## src/rtl/stx_pkg.sv

```systemverilog
// ----------------------------------------------------------------------------
// stx_pkg
// Shared constants, codes and types for the STX/ETX frame transmitter.
// ----------------------------------------------------------------------------
package stx_pkg;

    localparam int MAX_BYTES = 32;
    localparam int BYTE_W    = 8;
    localparam int CNT_W     = $clog2(MAX_BYTES + 1);
    localparam int ADDR_W    = (MAX_BYTES > 1) ? $clog2(MAX_BYTES) : 1;

    localparam int CFG_IDX_W = 1;
    localparam logic [CFG_IDX_W-1:0] CFG_START_MARKER = CFG_IDX_W'(0);
    localparam logic [CFG_IDX_W-1:0] CFG_END_MARKER   = CFG_IDX_W'(1);

    localparam logic [BYTE_W-1:0] START_MARKER_RST = BYTE_W'(2);
    localparam logic [BYTE_W-1:0] END_MARKER_RST   = BYTE_W'(3);

    localparam logic CMD_LOAD = 1'b0;
    localparam logic CMD_SEND = 1'b1;

    typedef struct packed {
        logic              we;
        logic [ADDR_W-1:0] waddr;
        logic [BYTE_W-1:0] wdata;
        logic              re;
        logic [ADDR_W-1:0] raddr;
    } stx_ram_req_t;

    typedef struct packed {
        logic              valid;
        logic [BYTE_W-1:0] tx_byte;
        logic              last;
        logic              rejected;
    } stx_result_t;

endpackage

```

## src/rtl/stx_buf_ram.sv

```systemverilog
// ----------------------------------------------------------------------------
// stx_buf_ram
// Payload buffer: single write port, single read port, registered read data.
// ----------------------------------------------------------------------------
module stx_buf_ram (
    input  logic                             clk,
    input  stx_pkg::stx_ram_req_t            req,
    output logic [stx_pkg::BYTE_W-1:0]       rdata
);

    logic [stx_pkg::BYTE_W-1:0] mem [stx_pkg::MAX_BYTES];

    always_ff @(posedge clk)
    begin
        if (req.we)
        begin
            mem[req.waddr] <= req.wdata;
        end
        if (req.re)
        begin
            rdata <= mem[req.raddr];
        end
    end

endmodule

```

## src/rtl/stx_seq.sv

```systemverilog
// ----------------------------------------------------------------------------
// stx_seq
// Frame sequencer: appends loads to the buffer, rejects loads into a full one, streams frames on send.
// ----------------------------------------------------------------------------
module stx_seq (
    input  logic                          clk,
    input  logic                          rst_n,
    input  logic                          start,
    input  logic                          cmd,
    input  logic [stx_pkg::BYTE_W-1:0]    data_byte,
    input  logic [stx_pkg::BYTE_W-1:0]    start_marker,
    input  logic [stx_pkg::BYTE_W-1:0]    end_marker,
    input  logic [stx_pkg::BYTE_W-1:0]    ram_rdata,
    output stx_pkg::stx_ram_req_t         ram_req,
    output stx_pkg::stx_result_t          result,
    output logic                          busy
);

    typedef enum logic [5:0] {
        S_IDLE  = 6'b000001,
        S_START = 6'b000010,
        S_COUNT = 6'b000100,
        S_DATA  = 6'b001000,
        S_XOR   = 6'b010000,
        S_END   = 6'b100000
    } state_t;

    state_t                       state_reg;
    state_t                       state_next;
    logic [stx_pkg::CNT_W-1:0]    count_reg;
    logic [stx_pkg::CNT_W-1:0]    count_next;
    logic [stx_pkg::BYTE_W-1:0]   xor_reg;
    logic [stx_pkg::BYTE_W-1:0]   xor_next;
    logic [stx_pkg::CNT_W-1:0]    idx_reg;
    logic [stx_pkg::CNT_W-1:0]    idx_next;
    logic [stx_pkg::CNT_W-1:0]    rd_idx;
    logic                         full;

    assign full   = (count_reg >= stx_pkg::CNT_W'(stx_pkg::MAX_BYTES));
    assign rd_idx = idx_reg + stx_pkg::CNT_W'(1);
    assign busy   = (state_reg != S_IDLE);

    always_comb
    begin
        state_next = state_reg;
        count_next = count_reg;
        xor_next   = xor_reg;
        idx_next   = idx_reg;
        ram_req    = '0;
        result     = '0;
        unique case (state_reg)
            S_IDLE:
            begin
                if (start)
                begin
                    if (cmd == stx_pkg::CMD_SEND)
                    begin
                        state_next = S_START;
                    end
                    else if (full)
                    begin
                        result.valid    = 1'b1;
                        result.last     = 1'b1;
                        result.rejected = 1'b1;
                    end
                    else
                    begin
                        ram_req.we    = 1'b1;
                        ram_req.waddr = count_reg[stx_pkg::ADDR_W-1:0];
                        ram_req.wdata = data_byte;
                        count_next    = count_reg + stx_pkg::CNT_W'(1);
                        xor_next      = xor_reg ^ data_byte;
                    end
                end
            end
            S_START:
            begin
                result.valid   = 1'b1;
                result.tx_byte = start_marker;
                ram_req.re     = 1'b1;
                ram_req.raddr  = '0;
                idx_next       = '0;
                state_next     = S_COUNT;
            end
            S_COUNT:
            begin
                result.valid   = 1'b1;
                result.tx_byte = stx_pkg::BYTE_W'(count_reg);
                state_next     = (count_reg == '0) ? S_XOR : S_DATA;
            end
            S_DATA:
            begin
                result.valid   = 1'b1;
                result.tx_byte = ram_rdata;
                ram_req.re     = (rd_idx < count_reg);
                ram_req.raddr  = rd_idx[stx_pkg::ADDR_W-1:0];
                idx_next       = rd_idx;
                if (rd_idx == count_reg)
                begin
                    state_next = S_XOR;
                end
            end
            S_XOR:
            begin
                result.valid   = 1'b1;
                result.tx_byte = xor_reg;
                state_next     = S_END;
            end
            S_END:
            begin
                result.valid   = 1'b1;
                result.tx_byte = end_marker;
                result.last    = 1'b1;
                count_next     = '0;
                xor_next       = '0;
                state_next     = S_IDLE;
            end
            default:
            begin
                state_next = S_IDLE;
            end
        endcase
    end

    always_ff @(posedge clk or negedge rst_n)
    begin
        if (!rst_n)
        begin
            state_reg <= S_IDLE;
            count_reg <= '0;
            xor_reg   <= '0;
            idx_reg   <= '0;
        end
        else
        begin
            state_reg <= state_next;
            count_reg <= count_next;
            xor_reg   <= xor_next;
            idx_reg   <= idx_next;
        end
    end

endmodule

```

## src/rtl/stx_length_xor_frame_transmitter.sv

```systemverilog
// ----------------------------------------------------------------------------
// stx_length_xor_frame_transmitter
// STX/ETX framer with byte count and XOR checksum over a buffered payload.
// ----------------------------------------------------------------------------
// Command channel: a command transfers on a clock edge with start high and
// busy low. cmd selects load (append data_byte) or send (emit the frame).
// A load gives no result and leaves busy low, so loads can follow every
// cycle. A load into a full buffer gives one result, in the cycle after
// the transfer, with rejected and frame_last set and tx_byte zero.
// A send raises busy through the start, count, data, XOR and end states;
// the frame leaves the output registers one byte per cycle with valid
// high: start marker, byte count, payload bytes in load order, XOR
// checksum, end marker (with frame_last). The buffer's single read port
// supplies one payload byte per cycle. The end marker shows in the first
// cycle in which busy is low again, so the next command may transfer there.
// Results cannot be held off; each is valid for exactly one cycle.
// Register writes (cfg_we, cfg_index, cfg_data) take effect at once;
// index 0 is the start marker, index 1 the end marker.
// Reset returns the markers to 2 and 3 and empties the payload.
// ----------------------------------------------------------------------------
module stx_length_xor_frame_transmitter (
    input  logic                               clk,
    input  logic                               rst_n,
    input  logic                               start,
    output logic                               busy,
    input  logic                               cmd,
    input  logic [stx_pkg::BYTE_W-1:0]         data_byte,
    output logic                               valid,
    output logic [stx_pkg::BYTE_W-1:0]         tx_byte,
    output logic                               frame_last,
    output logic                               rejected,
    input  logic                               cfg_we,
    input  logic [stx_pkg::CFG_IDX_W-1:0]      cfg_index,
    input  logic [stx_pkg::BYTE_W-1:0]         cfg_data
);

    logic [stx_pkg::BYTE_W-1:0] start_marker_reg;
    logic [stx_pkg::BYTE_W-1:0] end_marker_reg;
    logic [stx_pkg::BYTE_W-1:0] ram_rdata;
    stx_pkg::stx_ram_req_t      ram_req;
    stx_pkg::stx_result_t       result;
    logic                       valid_reg;
    logic [stx_pkg::BYTE_W-1:0] tx_byte_reg;
    logic                       last_reg;
    logic                       rejected_reg;

    always_ff @(posedge clk or negedge rst_n)
    begin
        if (!rst_n)
        begin
            start_marker_reg <= stx_pkg::START_MARKER_RST;
            end_marker_reg   <= stx_pkg::END_MARKER_RST;
        end
        else if (cfg_we)
        begin
            case (cfg_index)
                stx_pkg::CFG_START_MARKER: start_marker_reg <= cfg_data;
                stx_pkg::CFG_END_MARKER:   end_marker_reg   <= cfg_data;
                default:                   ;
            endcase
        end
    end

    stx_buf_ram u_ram (
        .clk   (clk),
        .req   (ram_req),
        .rdata (ram_rdata)
    );

    stx_seq u_seq (
        .clk          (clk),
        .rst_n        (rst_n),
        .start        (start),
        .cmd          (cmd),
        .data_byte    (data_byte),
        .start_marker (start_marker_reg),
        .end_marker   (end_marker_reg),
        .ram_rdata    (ram_rdata),
        .ram_req      (ram_req),
        .result       (result),
        .busy         (busy)
    );

    always_ff @(posedge clk or negedge rst_n)
    begin
        if (!rst_n)
        begin
            valid_reg <= 1'b0;
        end
        else
        begin
            valid_reg <= result.valid;
        end
    end

    always_ff @(posedge clk)
    begin
        tx_byte_reg  <= result.tx_byte;
        last_reg     <= result.last;
        rejected_reg <= result.rejected;
    end

    assign valid      = valid_reg;
    assign tx_byte    = tx_byte_reg;
    assign frame_last = valid_reg & last_reg;
    assign rejected   = valid_reg & rejected_reg;

endmodule

```

## config.mk

```make
export PLATFORM = sky130hd
export DESIGN_NAME = stx_length_xor_frame_transmitter
export DESIGN_NICKNAME = d
export VERILOG_FILES = /design/src/rtl/stx_pkg.sv /design/src/rtl/stx_buf_ram.sv /design/src/rtl/stx_seq.sv /design/src/rtl/stx_length_xor_frame_transmitter.sv
export SDC_FILE = /design/constraint.sdc
export NUM_CORES = 1
export LEC_CHECK = 0
export ABC_AREA = 1
export BUFFER_PORTS_ARGS = -buffer_cell sky130_fd_sc_hd__buf_4
export CAP_MARGIN = 20
export CORE_AREA = 2 2 238 240
export DETAILED_ROUTE_END_ITERATION = 8
export DIE_AREA = 0 0 240 242
export PLACE_DENSITY_LB_ADDON = 0.05
export SLEW_MARGIN = 30
export SYNTH_ARGS = -nofsm -noshare
export SYNTH_HDL_FRONTEND = slang
export SYNTH_SLANG_ARGS = --single-unit
```

## constraint.sdc

```tcl
create_clock -name clk -period 3.15 [get_ports clk]
set_clock_uncertainty 0.05 [all_clocks]
set_input_delay 0.4725 -clock clk [delete_from_list [all_inputs] [get_ports clk]]
set_output_delay 0.4725 -clock clk [all_outputs]
set_load 0.03 [all_outputs]
```

# After elaboration in Yosys (flattened, before gate mapping)
# Memory sizes are Yosys's and may differ from the RTL's. A register that Yosys moved wholly into a read port is not among the register bits.
# Index checks and enable logic that the tools add are counted.
dict set report word_totals {
  output_inout_bits 12
  n_memories 1
  word_cells 73
  reg_bits 53
  ram_bits 256
  input_bits 22
}
dict set report classes {
  n_reduce_logical 9
  mux 30
  magnitude_cmp 2
  bitwise 6
  add_sub_neg 2
  eq_ne 13
}
# name words width read_ports rd_clocked_by_memory_dff wr line_no
set mem_list {}
lappend mem_list {u_ram.mem 32 8 1 1 1 stx_buf_ram.sv:11} ;# logic [stx_pkg::BYTE_W-1:0] mem [stx_pkg::MAX_BYTES];
# operator n
set ops {}
lappend ops {{$mux 14} 4}
lappend ops {{$pmux 8 s5} 1}
lappend ops {{$mux 6} 6}
lappend ops {{$pmux 6 s2} 3}
lappend ops {{$pmux 6 s5} 1}
lappend ops {{$mux 8} 3}
lappend ops {{$pmux 8 s2} 1}
lappend ops {{$add 6x1->6 const B} 2}
lappend ops {{$ne 2x2->1 const B} 4}
lappend ops {{$xor 8x8->8} 1}
lappend ops {{$eq 6x1->1 const B} 1}
lappend ops {{$eq 6x2->1 const B} 1}
lappend ops {{$eq 6x3->1 const B} 1}
lappend ops {{$eq 6x4->1 const B} 1}
lappend ops {{$eq 6x5->1 const B} 1}
lappend ops {{$eq 6x6->1} 1}
lappend ops {{$eq 6x6->1 const B} 1}
lappend ops {{$ge 6x6->1 const B} 1}
lappend ops {{$logic_not 6->1} 1}
lappend ops {{$lt 6x6->1} 1}
lappend ops {{$mux 2} 3}
lappend ops {{$ne 6x1->1 const B} 1}
lappend ops {{$mux 1} 5}
lappend ops {{$mux 5} 1}
lappend ops {{10 further kinds} 16}

# Logic depth before layout (Yosys ltp)
dict set report logic_depth {
  word_depth 7
  mapped_depth 14
  depth_no_buf 13
}

# Hierarchy
# Synthesis repeated with hierarchy kept, for this count alone.
dict set report hier_totals {
  cells_unflattened 1327
  hier_area_um2 13967.1
}
# mod area_per_inst_um2 instances seq_area_each_um2 cells_per_inst
set modules_own_cells {}
lappend modules_own_cells {stx_buf_ram 10866.7 1 7927.6 922}
lappend modules_own_cells {stx_seq 2193.4 1 651.9 320}
lappend modules_own_cells {stx_length_xor_frame_transmitter 907.1 1 629.4 85}

# Worst setup path after synthesis
# OpenSTA, ideal clock, no wires.
dict set report synth_timing {
  kind {register -> register}
  from {reg u_seq.idx_reg[0] in the netlist's numbering}
  to {reg u_ram.rdata[0] in the netlist's numbering (read register of u_ram.mem) (enable)}
  synth_period_minus_slack_ps 2869
  path_buffers 1
  t_required_ps 2713
  arrival_ps 2432
  stages_incl_launch_ff 13
  setup_slack_ps 281
  cell_sequence {dfrtp_1 > ha_1 > inv_1 > nand2_1 > nand2_1 > clkinv_1 > clkbuf_1 > ha_1 > nand2_1 > nor2_1 > o21ai_0 > nand3_1 > o31ai_1}
}
# item line_no
set synth_rtl {}
lappend synth_rtl {{from (decl)} stx_seq.sv:34} ;# logic [stx_pkg::CNT_W-1:0] idx_reg;
lappend synth_rtl {{from (signal assigned)} stx_seq.sv:139} ;# idx_reg <= idx_next;
lappend synth_rtl {{to (decl)} stx_buf_ram.sv:8} ;# output logic [stx_pkg::BYTE_W-1:0] rdata

# Final worst setup path
dict set report layout_timing {
  from {reg u_seq.state_reg[4]}
  to {mem u_ram.mem[6][4] in the netlist's numbering (enable)}
}
dict set report layout_via {
  elab_chain_len 4
}
# item line_no
set layout_lines {}
lappend layout_lines {{from (decl)} stx_seq.sv:28} ;# state_t state_reg;
lappend layout_lines {{from (signal assigned)} stx_seq.sv:136} ;# state_reg <= state_next;
lappend layout_lines {{$eq 6x1->1 *} stx_seq.sv:51} ;# unique case (state_reg)
lappend layout_lines {{$mux 14 *} stx_seq.sv:51}
lappend layout_lines {{$mux 1} stx_buf_ram.sv:15} ;# if (req.we)
lappend layout_lines {{$mux 1 (implied by the code)} stx_buf_ram.sv:17} ;# mem[req.waddr] <= req.wdata;
lappend layout_lines {{to (decl)} stx_buf_ram.sv:11}
# Mark *: on every way between the ends. The rest lies on a longest branch, timed or not.

==> out/metrics.cfg <==
[power]
ir_drop_mv=0.269
power.density_nw_per_um2=610
power_mw=10.0
total_leakage_power_nw=6.81

[sta]
max_freq_mhz=349
max_slew_margin=0.439
fin_setup_tns_ps=0
fin_crit_ps=2870
worst_pin_slew_ps=838
slew_viol_final=0
hold_viol=0
timing.final.ws_setup_ps=281
rsz0062_at_grt=false
fin_crit_sh=0.911
setup_violations=0
fin_hold_ws_ps=75.1

[worst_setup_path]
cpMostUsedCell=nand4_1
cp.arrival_ps=3080
path_class=flop to flop
critical_path_peak_fanout=8
worstSetupStartpointType=flop
critPathRequiredTime_ps=3360
cpPeakStageDelay_ps=450
cp_cell_sequence=nor2_4 > nand4_1 > inv_1 > nand4_1 > inv_1 > buf_4 > nand4_1 > nor2_1 > buf_4
critical_path_depth=9
reg2reg_depth=9
crit_path_end_kind=flop
crit_family=simple AND/OR/NAND/NOR gates
cp_num_buf_inv=4
crit_path_top_delay_cell=nor2_1

[global_routing]
met2_usage=0.239
antenna_found_initial=0
gr-usage-met3=0.0261
grt_usage=0.154
busiest_layer=met2
grt.met1_usage=0.218
grt_max_degree=68
grt_pass1_wl_mm=65.7
grt_pass1_vias=9516
overflow=0

[min_path]
whs_path_depth=2
hold_path_class=primary input to flop

[finish]
drive_above_1_share=0.127
instances_no_fill=2169
regMostFlops=u_ram.mem
syn_to_final_growth_pct=20.2
layout.nets=1414
largest_register_ffs=256
diodes=0
final_util=0.296
stdcell_area_um2=16500

[placed_design]
preCtsSetupSlack_ps=280
dp_hpwl_mm=27.5
dp.cells=2096
gp_congestion=0.734
portBuffers=33
placed_area_um2=15300

[synth]
syn_avg_cell_area_um2=10.5
yosysTopAreaCellShare=0.578
async_flop_share=0.136
synthTopCellsByArea=edfxtp_1 58%, nand2_1 11%, dfrtp_1 7.1%
ys.warnings.count=0
synth_cell_types=30
synth_top_cells_by_count=409 x nand2_1, 264 x edfxtp_1, 188 x nand3_1
synth_seq_cells=317
synthFlopType=edfxtp_1
syn_inst=1307
synth-edff-count=264
yosysSeqAreaShare=0.672
yosysMostFrequentCell=nand2_1
synth_top_area_cell=edfxtp_1
syn_nets=1338
synth_area_um2=13700

[route]
avgViaCountPerCell=4.35
wirelength_mm=44.0
drt_iter0_drc=658
first_pass_iters=5
avgRoutedWirePerCell_um=20.3
ant_nets=0
drc=0
via_count=9438

[floorplan]
die_y_um=242
die_width_um=240
initial_core_util=0.246
core_area_um2=55700
num_io_pins=34
rows=87
dieArea_um2=58100

[cts]
h-tree-depth=2
clockRootBuffer=clkbuf_16
clk_path_buf_depth=3
clk_latency_ps=550
clk_pin_slew_worst_paths_ps=60
clock_sinks=317
numCtsBuffers=40
cts_tree=yes
cts_setup_buffers=0

[outcome]
outcome=finished clean

[flow_run]
drv_cap=0

## cell type report
| class | instances | area, µm² |
|---|---|---|
| fill | 5873 | 39300 |
| sequential | 317 | 9210 |
| multi-input combinational | 810 | 3840 |
| clock buffer | 54 | 1090 |
| tap | 756 | 946 |
| timing repair buffer | 101 | 848 |
| inverter | 113 | 424 |
| clock inverter | 18 | 105 |
## report_power, final
part	switching, mW	internal (mW)	total [mW]	leakage [nW]
Combinational	0.764	0.248	1.01	2.55
Sequential	0.0998	4.63	4.73	3.68
Clock	1.79	2.51	4.30	0.586
Total	2.66	7.39	10.0	6.81
## metal layers
metal  up-vias  wire, µm
met3        65      1630
met1      4563     21200
met4         0      1330
met5         -         0
li1       4640         -
met2       170     19900
## cells by family after synthesis
family | after synthesis | share of synthesized area
simple gates | 706 | 0.217
buf+inv | 180 | 0.0544
xor+xnor | 3 | 0.00192
compound gates | 92 | 0.0466
fa+ha+maj | 9 | 0.00821
flops | 317 | 0.672
## path summary, 6_finish.rpt
| path | slack, ps | start | end |
|---|---|---|---|
| hold reg to reg | 420 | start_marker_reg[3] | tx_byte[3] |
| min in group asynchronous | 430 | rst_n | u_seq.state_reg[1] |
| max in group asynchronous | 2150 | rst_n | u_seq.idx_reg[0] |
| setup reg to reg | 280 | u_seq.state_reg[4] | u_ram.mem[6][4] |
| hold / removal | 80 | cmd | rejected_reg |
| setup / recovery | 280 | u_seq.state_reg[4] | u_ram.mem[6][4] |
## cell usage in the layout (no fill, tap or decap), types with 4 or more instances in the layout
cell type,netlist,final
o21ai_0,27,27
nor2_1,80,70
clkinv_2,0,6
inv_1,105,105
nor3_1,6,5
clkinv_1,5,15
clkbuf_1,31,11
nor2_4,3,14
dfxtp_1,10,10
ha_1,9,9
a21oi_1,14,14
buf_4,7,93
nand2_1,409,408
o2111ai_1,39,39
edfxtp_1,264,264
clkbuf_16,0,41
a221oi_1,6,6
nand4_1,14,14
nand3_1,188,188
dfstp_2,4,4
buf_12,0,7
dfrtp_1,39,38
## repair_timing
action                                 in CTS  in global routing
hold buffers                                1                  0
gates resized for setup                     0                  0
endpoints found under the hold margin      39                  0
(Power assumes the default switching activity.)
